[src/rtl/core/dbem_pkg.sv]
// ----------------------------------------------------------------------------
// dbem_pkg
// Shared types and constants of the depth border erosion mask.
// ----------------------------------------------------------------------------
`default_nettype none

package dbem_pkg;

  localparam int WINDOW_DEF    = 11;
  localparam int MAX_WIDTH_DEF = 1024;
  localparam int MAX_HEIGHT    = 1024;

  localparam int POS_W   = 10;  // output row/column field width
  localparam int SIZE_W  = 11;  // frame_width / frame_height register width
  localparam int BORDER_W = 8;

  localparam logic [SIZE_W-1:0]   FRAME_WIDTH_RST  = 11'd640;
  localparam logic [SIZE_W-1:0]   FRAME_HEIGHT_RST = 11'd480;
  localparam logic [BORDER_W-1:0] BORDER_WIDTH_RST = 8'd30;

  // register indexes (byte address / 4)
  localparam logic [1:0] REG_FRAME_WIDTH  = 2'd0;
  localparam logic [1:0] REG_FRAME_HEIGHT = 2'd1;
  localparam logic [1:0] REG_BORDER_WIDTH = 2'd2;

  localparam int PADDR_W = 4;
  localparam int PDATA_W = 32;

  // output queue
  localparam int OQ_DEPTH = 4;
  localparam int OQ_AW    = 2;
  localparam int OQ_LW    = 3;
  localparam logic [OQ_LW-1:0] OQ_LIMIT = 3'd3;

  typedef struct packed {
    logic [15:0] depth_mm;
    logic        depth_missing;
    logic        frame_start;
  } in_pix_t;

  typedef struct packed {
    logic [POS_W-1:0] out_row;
    logic [POS_W-1:0] out_col;
    logic             keep_point;
  } out_item_t;

endpackage

`default_nettype wire

[src/rtl/core/dbem_colmem.sv]
// ----------------------------------------------------------------------------
// dbem_colmem
// Per-column vertical run store: one write and one registered read port.
// ----------------------------------------------------------------------------
`default_nettype none

module dbem_colmem #(
  parameter int DEPTH = dbem_pkg::MAX_WIDTH_DEF,
  parameter int AW    = $clog2(dbem_pkg::MAX_WIDTH_DEF),
  parameter int DW    = 4
) (
  input  wire logic          clk,
  input  wire logic          rd_en,
  input  wire logic [AW-1:0] rd_addr,
  output logic      [DW-1:0] rd_data,
  input  wire logic          wr_en,
  input  wire logic [AW-1:0] wr_addr,
  input  wire logic [DW-1:0] wr_data
);

  logic [DW-1:0] mem [DEPTH];

  always_ff @(posedge clk) begin
    if (wr_en) begin
      mem[wr_addr] <= wr_data;
    end
  end

  // read-before-write on the same address; caller forwards
  always_ff @(posedge clk) begin
    if (rd_en) begin
      rd_data <= mem[rd_addr];
    end
  end

endmodule

`default_nettype wire

[config.mk]
export PLATFORM = sky130hd
export DESIGN_NAME = dbem_colmem
export DESIGN_NICKNAME = d
export VERILOG_FILES = /design/src/rtl/core/dbem_pkg.sv /design/src/rtl/core/dbem_colmem.sv
export SDC_FILE = /design/constraint.sdc
export NUM_CORES = 2
export LEC_CHECK = 0
export ABC_CLOCK_PERIOD_IN_PS = 8900
export BUFFER_PORTS_ARGS = -buffer_cell sky130_fd_sc_hd__buf_4
export CAP_MARGIN = 40
export CELL_PAD_IN_SITES_DETAIL_PLACEMENT = 0
export CELL_PAD_IN_SITES_GLOBAL_PLACEMENT = 1
export CORE_MARGIN = 8
export CORE_UTILIZATION = 49
export CTS_BUF_LIST = sky130_fd_sc_hd__clkbuf_4 sky130_fd_sc_hd__clkbuf_8
export DETAILED_ROUTE_END_ITERATION = 6
export GPL_ROUTABILITY_DRIVEN = 0
export PLACE_DENSITY = 0.83
export REMOVE_ABC_BUFFERS = 1
export SLEW_MARGIN = 20
export SYNTH_ARGS = -nofsm -noshare
export SYNTH_HDL_FRONTEND = slang
export SYNTH_SLANG_ARGS = --single-unit
[constraint.sdc]
create_clock -name clk -period 8.9 [get_ports clk]
set_input_delay 1.78 -clock clk [delete_from_list [all_inputs] [get_ports clk]]
set_output_delay 1.78 -clock clk [all_outputs]
set_load 0.05 [all_outputs]
==> results.toml <==
[synthesis]
syn_area_um2 = 162000
synth_warnings = 0
synth_top_area_share = 0.759
ys_async_sr_fraction = 0
ys_seq_area_frac = 0.759
synth_cells = 8290
synth_seq_cells = 4100
synth_edf_count = 4100
synth_commonest_cells = "edfxtp_1 (4,100), nor2_1 (1,103), mux4_2 (875), mux2i_1 (461), clkbuf_1 (300)"
synthTopCellsByArea = "edfxtp_1 (76%), mux4_2 (12%), mux2i_1 (2.8%), nor2_1 (2.6%), o221ai_1 (0.91%)"
synth_flop_cell = "edfxtp_1"
synth_most_common_cell = "edfxtp_1"
synth.distinct_cells = 75
syn_avg_cell_area_um2 = 19.6
yosysTopAreaCell = "edfxtp_1"

[cells_and_area]
layout-drive-gt1-share = 0.242
fillCellCount = 24200
utilization = 0.546
synthToLayoutAreaGrowth_pct = 11.0
fin_nets = 8634

[die]
fp-row-count = 211
core_area_um2 = 330000
initial_core_util = 0.492
dieArea_um2 = 350000
fp.dieH_um = 591
fp.dieW_um = 591
ios = 31

[sta]
setup_viol = 0
drv_slew = 0
fmax_mhz = 189
fin_crit_ps = 5300
finClkSkew_ps = 94.5
rsz0062_at_grt = "false"
finalHoldViolCount = 0
worst_pin_slew_ps = 1180
period_share = 0.596
slew_headroom = 0.210
whs_ps = 930
tns_ps = 0

[critical_path]
max_stage_delay_ps = 780
cp_cell_sequence = "buf_8 > buf_4 > buf_4 > mux4_2 > o21ai_0 > a221oi_1 > nand3_1 > or4b_1 > o31a_1 > nand3_1"
critPathKind = "in2reg"
r2r-start = "mem[434][1]$_DFFE_PP_"
cp-end-kind = "flop"
cp-start-kind = "input port"
worstPathArrival_ps = 6380
cp_slowest_cell = "buf_4"
rrSetupSlack_ps = 5600
r2r-end = "rd_data[1]$_DFFE_PP_"
cp.required_ps = 9980
rr_worst_depth = 8
path_max_fanout = 54

[routing]
drt_iter0_drc = 13600
viasPerCell = 6.47
firstDrtPassIters = 6
vias = 87100
drt_wl_total_um = 442000
wl_per_cell_um = 32.9
final_antenna_net_count = 0
drc_errors = 0

[global_routing]
grt_usage = 0.248
grt_max_degree = 225
gr-total-overflow = 0
grt_pass1_vias = 87300
grt_pass1_wl_um = 631000
antenna_found_initial = 24

[cts]
htreeDepth = 6
cts_sinks = 4100
cts_tree = "yes"
clock_latency_ps = 1220
clockBufferDepth = 4
cts_buffers = 632
hold_buffers = 0
path_clk_slew_ps = 70
cts_setup_buffers = 0
cts_resized = 0
cts_root_buf = "clkbuf_8"

[pwr]
ir_drop_v = 0.000152
p_leak_nw = 55.7
powerDensity_nw_per_um2 = 214

[min_path]
hp-class = "in2reg"
holdPathEnd = "rd_data[2]$_DFFE_PP_"
hold_path_startpoint = "rd_en"
hold_path_depth = 1

[flow_run]
maxCapViolCount = 0

[place]
numPortBuffers = 30
place_hpwl_um = 265000

[outcome]
outcome = "finished clean"
-- power by group --
group	internal, W	switching (W)	total [W]
Sequential	0.0213	0.0000106	0.0213
Clock	0.00775	0.00744	0.0152
Combinational	0.000651	0.00134	0.00199
-- logic make-up (layout without fill, tap and decap cells) --
kind of cell / Yosys count / after routing / synth area share
compound gates: 674 / 674 / 0.0296
mux: 1359 / 1359 / 0.152
simple gates: 1560 / 1560 / 0.0399
buf+inv: 597 / 1386 / 0.0196
flops: 4100 / 4100 / 0.759
other cells: 0 / 7 / 0
-- worst max path at each step --
stage	start	endpoint	depth (start not counted)
floorplan	rd_addr[2]	rd_data[1]$_DFFE_PP_	8
global placement	rd_addr[0]	rd_data[1]$_DFFE_PP_	9
detailed placement	rd_addr[1]	rd_data[1]$_DFFE_PP_	11
CTS	rd_addr[1]	rd_data[1]$_DFFE_PP_	11
global route	rd_addr[1]	rd_data[1]$_DFFE_PP_	10
finish	rd_addr[1]	rd_data[1]$_DFFE_PP_	10
-- cells in the final DEF, fill, tap and decap left out, drive strengths merged, types with 29 or more instances in the layout --
cell type / n
nand2: 166
o221ai: 168
inv: 42
nand3: 62
nor3: 100
clkinv: 222
edfxtp: 4100
a221oi: 29
clkbuf: 833
mux4: 875
a22oi: 80
o21ai: 68
a21oi: 129
mux2i: 461
o22ai: 89
nor2: 1103
buf: 273
-- stage by stage --
stage	worst slack, ps	area, µm²	total power (W)	instances
3_3_place_gp	2300	167000	0.0236	12300
5_1_grt	3700	180000	0.0394	13400
6_report	3600	180000	0.0385	13500
2_1_floorplan	2080	159000	0.0224	7699
4_1_cts	3890	180000	0.0385	13400
3_5_place_dp	2580	168000	0.0236	12300
-- sequential cells by signal (all words and copies together) (netlist names) --
name / flops
mem: 4096
rd_data: 4
-- metal layers --
metal | global-route usage | part of all wire | vias up
met5 | 0 | 0.00018 | -
met4 | 0.105 | 0.046 | 14
met3 | 0.0662 | 0.13 | 1002
met2 | 0.385 | 0.47 | 6478
met1 | 0.336 | 0.35 | 44900
li1 | - | - | 34600
-- cell type report --
cell class	instances	area [µm²]	share of cell area
well taps	4366	5460	0.0303
inverters	6	33.8	0.000188
diodes	7	17.5	0.0000973
clock buffers	832	10200	0.0568
repair buffers	274	3000	0.0167
flip-flops and latches	4100	123000	0.684
clock inverters	274	1780	0.00991
multi-input cells	3593	36400	0.202
-- critical path, delay by kind of cell --
kind / cells / cell delay (ps)
compound gates: 3 / 730
buf+inv: 3 / 1880
simple gates: 3 / 1340
mux: 1 / 360
No activity file was read; power rests on OpenSTA's default activity.
