`config.mk`:
```
export PLATFORM = sky130hd
export DESIGN_NAME = dbem_oq
export DESIGN_NICKNAME = d
export VERILOG_FILES = /design/src/rtl/core/dbem_pkg.sv /design/src/rtl/core/dbem_oq.sv
export SDC_FILE = /design/constraint.sdc
export NUM_CORES = 1
export LEC_CHECK = 0
export BUFFER_PORTS_ARGS = -buffer_cell sky130_fd_sc_hd__buf_4
export CORE_MARGIN = 5
export CORE_UTILIZATION = 30
export CTS_CLUSTER_DIAMETER = 150
export DETAILED_ROUTE_END_ITERATION = 10
export GPL_ROUTABILITY_DRIVEN = 0
export GPL_TIMING_DRIVEN = 0
export SYNTH_ARGS = -nofsm -noshare
export SYNTH_HDL_FRONTEND = slang
export SYNTH_SLANG_ARGS = --single-unit
```
`constraint.sdc`:
```
create_clock -name clk -period 2.1 [get_ports clk]
set_input_delay 0.105 -clock clk [delete_from_list [all_inputs] [get_ports clk]]
set_output_delay 0.105 -clock clk [all_outputs]
set_load 0.02 [all_outputs]
```
`src/rtl/core/dbem_pkg.sv`:
```
// ----------------------------------------------------------------------------
// dbem_pkg
// Shared types and constants of the depth border erosion mask.
// ----------------------------------------------------------------------------
`default_nettype none

package dbem_pkg;

  localparam int WINDOW_DEF    = 11;
  localparam int MAX_WIDTH_DEF = 1024;
  localparam int MAX_HEIGHT    = 1024;

  localparam int POS_W   = 10;  // output row/column field width
  localparam int SIZE_W  = 11;  // frame_width / frame_height register width
  localparam int BORDER_W = 8;

  localparam logic [SIZE_W-1:0]   FRAME_WIDTH_RST  = 11'd640;
  localparam logic [SIZE_W-1:0]   FRAME_HEIGHT_RST = 11'd480;
  localparam logic [BORDER_W-1:0] BORDER_WIDTH_RST = 8'd30;

  // register indexes (byte address / 4)
  localparam logic [1:0] REG_FRAME_WIDTH  = 2'd0;
  localparam logic [1:0] REG_FRAME_HEIGHT = 2'd1;
  localparam logic [1:0] REG_BORDER_WIDTH = 2'd2;

  localparam int PADDR_W = 4;
  localparam int PDATA_W = 32;

  // output queue
  localparam int OQ_DEPTH = 4;
  localparam int OQ_AW    = 2;
  localparam int OQ_LW    = 3;
  localparam logic [OQ_LW-1:0] OQ_LIMIT = 3'd3;

  typedef struct packed {
    logic [15:0] depth_mm;
    logic        depth_missing;
    logic        frame_start;
  } in_pix_t;

  typedef struct packed {
    logic [POS_W-1:0] out_row;
    logic [POS_W-1:0] out_col;
    logic             keep_point;
  } out_item_t;

endpackage

`default_nettype wire

```
`src/rtl/core/dbem_oq.sv`:
```
// ----------------------------------------------------------------------------
// dbem_oq
// Small output queue that decouples the result channel from the pipeline.
// ----------------------------------------------------------------------------
`default_nettype none

module dbem_oq (
  input  wire logic                        clk,
  input  wire logic                        rst_n,
  input  wire logic                        push,
  input  wire dbem_pkg::out_item_t         push_data,
  output logic                             out_valid,
  input  wire logic                        out_stall,
  output dbem_pkg::out_item_t              out_data,
  output logic [dbem_pkg::OQ_LW-1:0]       level
);

  dbem_pkg::out_item_t          q_r [dbem_pkg::OQ_DEPTH];
  logic [dbem_pkg::OQ_AW-1:0]   wr_ptr_r, wr_ptr_nxt;
  logic [dbem_pkg::OQ_AW-1:0]   rd_ptr_r, rd_ptr_nxt;
  logic [dbem_pkg::OQ_LW-1:0]   level_r, level_nxt;
  logic                         pop;

  assign out_valid = (level_r != '0);
  assign out_data  = q_r[rd_ptr_r];
  assign level     = level_r;
  assign pop       = out_valid && !out_stall;

  always_comb begin
    wr_ptr_nxt = push ? wr_ptr_r + 1'b1 : wr_ptr_r;
    rd_ptr_nxt = pop  ? rd_ptr_r + 1'b1 : rd_ptr_r;
    level_nxt  = level_r + dbem_pkg::OQ_LW'(push) - dbem_pkg::OQ_LW'(pop);
  end

  always_ff @(posedge clk) begin
    if (!rst_n) begin
      wr_ptr_r <= '0;
      rd_ptr_r <= '0;
      level_r  <= '0;
    end else begin
      wr_ptr_r <= wr_ptr_nxt;
      rd_ptr_r <= rd_ptr_nxt;
      level_r  <= level_nxt;
    end
  end

  always_ff @(posedge clk) begin
    if (push) begin
      q_r[wr_ptr_r] <= push_data;
    end
  end

endmodule

`default_nettype wire

```
==> metrics.md <==
| Metric | Value |
|---|---|
| Logic gate share of total power | `23.4%` |
| Worst setup path startpoint | `level[2]$_SDFF_PN0_` |
| MaxCap Viol Count | `0` |
| Residual DRC count | `0` |
| Worst stage delay on the critical path | `340 ps` |
| Cells after synthesis | `155` |
| Clk buf depth | `2` |
| Crit Path Category | `reg -> reg` |
| #FFs+latches synth | `93` |
| Number of global-route vias before repair | `1877` |
| Rel. slew slack | `20.6%` |
| Starting density of the core | `30.6%` |
| Worst-path cell chain | `nor3_4 -> nor2_1 -> ha_1 -> inv_1 -> ha_1 -> fa_2 -> xnor2_1 -> xnor2_1 -> and2_1` |
| Synthesized cell area | `3490 um^2` |
| Clk sinks | `93` |
| Final Cycle Share | `92.8%` |
| Maximum fanout along the worst path | `3` |
| DR vias | `1686` |
| RSZ-0062 raised after global routing | `false` |
| Overall die width | `118 um` |
| Fin nets | `269` |
| Share of layout cells above drive strength 1 | `38.0%` |
| Power per cell area | `1060 nW/um^2` |
| Buf/Inv on CP | `1` |
| Post-synthesis average cell area | `22.5 um^2` |
| First drt pass iteration count | `4` |
| Hold slack | `42.1 ps` |
| Total congestion overflow | `0` |
| Core area | `11400 um^2` |
| Area Growth Syn to Fin | `29.9%` |
| DR vias/cell | `4.38` |
| Worst setup EP type | `flip-flop` |
| Clock group share of total power | `30.5%` |
| Peak Freq | `0.513 GHz` |
| Synthesized net count | `187` |
| Leakage | `1.57 nW` |
| CTS tree | `done` |
| Crit path DAT | `2180 ps` |
| Worst-Margin Slew | `1190 ps` |
| Yosys Warn Count | `0` |
| Sequential Power Share | `46.1%` |
| Number of distinct library cells after synthesis | `22` |
| GR Util All Layers | `9.37%` |
| Post-route ant nets | `0` |
| Ports | `50` |
| Worst Min Path Start | `rst_n` |
| Peak supply drop | `0.000583 V` |
| Net Sw Frac | `26.5%` |
| Routed WL per cell | `15.7 um` |
| Pin count of the biggest net entering global routing | `22` |
| Fin. max-slew vios | `0` |
| Clock slew at reported path FFs | `60 ps` |
| Endpoints failing setup | `0` |
| Design Area, Final | `4540 um^2` |
| Setup Skew | `4.10 ps` |
| 1st-iter DRT viols | `77` |
| CP max stage cell | `dfxtp_2` |
| Worst Path Required | `2330 ps` |
| N_diodes | `0` |
| Sequential area share after synthesis | `77.4%` |
| Final-report hold violation count | `0` |
| CP delay by family, top | `adder cells` |
| CTS Buf Count | `9` |
| Total power | `4.79 mW` |
| Internal Power | `3.52 mW` |
| Site Rows | `39` |
| Psw | `1.27 mW` |
| Port Buf Inserts | `49` |
| DP Wirelength | `3680 um` |
| RR Startpoint | `level[2]$_SDFF_PN0_` |
| DRT Wirelength | `6060 um` |
| Crit start category | `flip-flop` |
| Clock root buffer | `clkbuf_16` |
| Fin crit period | `1950 ps` |
| Area post-placement | `4040 um^2` |
| Initial antenna violation count | `0` |
| Finished Core Util | `39.7%` |
| First-pass GRT wire length | `10000 um` |
| H-tree depth | `3` |
| Worst hold path type | `in -> reg` |
| Status | `finished clean` |
| DIE AREA | `13900 um^2` |
| Fill count | `1063` |
| Die height | `118 um` |
| Clock Latency Late Sink | `330 ps` |
==> routing by layer <==
metal | part of all wire (%) | wire [um] | GRT usage [%] | vias up
met1 | 43 | 2640 | 11.5 | 848
met3 | 4.8 | 293 | 2.88 | 11
met2 | 49 | 2990 | 15.0 | 42
met4 | 2.3 | 140 | 4.73 | 0
met5 | 0 | 0 | 0 | -
li1 | - | - | - | 785
==> cells in the mapped netlist <==
master / number / share of area (%)
a21boi_0: 2 / 0.43
and2_1: 8 / 1.4
buf_2: 2 / 0.29
buf_6: 2 / 0.64
dfxtp_1: 9 / 5.2
edfxtp_1: 84 / 72
fa_1: 1 / 0.57
ha_1: 6 / 2.1
inv_1: 7 / 0.75
mux2i_1: 2 / 0.57
mux4_1: 1 / 0.75
mux4_2: 20 / 13
nand2_1: 1 / 0.11
nand2b_1: 1 / 0.18
nor2_1: 1 / 0.11
nor2b_1: 1 / 0.18
nor3_2: 1 / 0.29
nor3b_1: 1 / 0.21
o21ai_0: 1 / 0.14
or3_1: 1 / 0.18
xnor2_1: 2 / 0.50
xor2_1: 1 / 0.25
==> final timing paths <==
kind / end / depth (start not counted) / slack [ps]
setup / recovery: level[2]$_SDFF_PN0_ / 9 / 150
hold / removal: wr_ptr_r[0]$_SDFFE_PN0P_ / 2 / 40
setup reg to reg: level[2]$_SDFF_PN0_ / 9 / 150
hold reg to reg: flip-flop / 2 / 490
==> layout by cell type, fill, tap and decap left out, drive strengths merged, types with 3 or more instances in the layout <==
cell type     n
mux4         21
and2          8
ha            6
inv           8
dfxtp         9
buf          54
clkbuf       11
dlygate4sd3  21
edfxtp       84
clkinvlp      3
==> worst register-to-register path, cell delays in order (launching register included) <==
cell	delay (ps)
dfxtp_2	340
nor3_4	210
nor2_1	60
ha_1	270
inv_1	40
ha_1	190
fa_2	340
xnor2_1	140
xnor2_1	120
and2_1	140
==> stage by stage <==
step	TNS (ps)	std cells	setup WS, ps
6_report	0	385	151
3_5_place_dp	-27.5	347	-27.5
2_1_floorplan	0	155	33.0
5_1_grt	0	385	21.8
3_3_place_gp	0	347	3.97
4_1_cts	0	384	1.35
==> cell type report <==
class                           count  area [um^2]  area share [%]
Clock buffer                       11          233            5.13
Tap cell                          143          179            3.94
Inverter                            7         26.3           0.579
Sequential cell                    93         2710            59.6
Timing Repair Buffer               71          586            12.9
Buffer                              4         32.5           0.717
Multi-Input combinational cell     51          741            16.3
Clock inverter                      5         36.3           0.800
==> state kept, by name, summed over array words and instances (netlist names), named ones only <==
| register | cells |
|---|---|
| q_r | 84 |
| level | 3 |
| rd_ptr_r | 2 |
| wr_ptr_r | 2 |
==> power by group through the flow <==
stage / combinational [mW] / sequential (mW) / clock, mW
after floorplan: 0.669 / 2.25 / 0
after global placement: 1.08 / 2.24 / 0
after detailed placement: 1.09 / 2.24 / 0
after CTS: 1.13 / 2.21 / 1.51
after global routing: 1.23 / 2.22 / 1.59
final: 1.12 / 2.21 / 1.46
==> logic make-up after synthesis <==
| kind of cell | Yosys count | share of synthesized area (%) |
|---|---|---|
| buffers and inverters | 11 | 1.68 |
| muxes | 23 | 14.2 |
| adders and majority gates | 7 | 2.72 |
| and+or+nand+nor | 15 | 2.69 |
| DFF | 93 | 77.4 |
| AOI/OAI and AO/OA | 3 | 0.573 |
| xor gates and xnor gates | 3 | 0.752 |
==> what timing repair did <==
action / in CTS / in global routing
setup buffers: 0 / 1
endpoints found under the setup margin: 1 / 1
resized for setup: 1 / 3
pin swaps: 0 / 1
hold endpoints to repair: 84 / 0
hold buffers: 21 / 0
No activity file was read; power rests on OpenSTA's default activity.
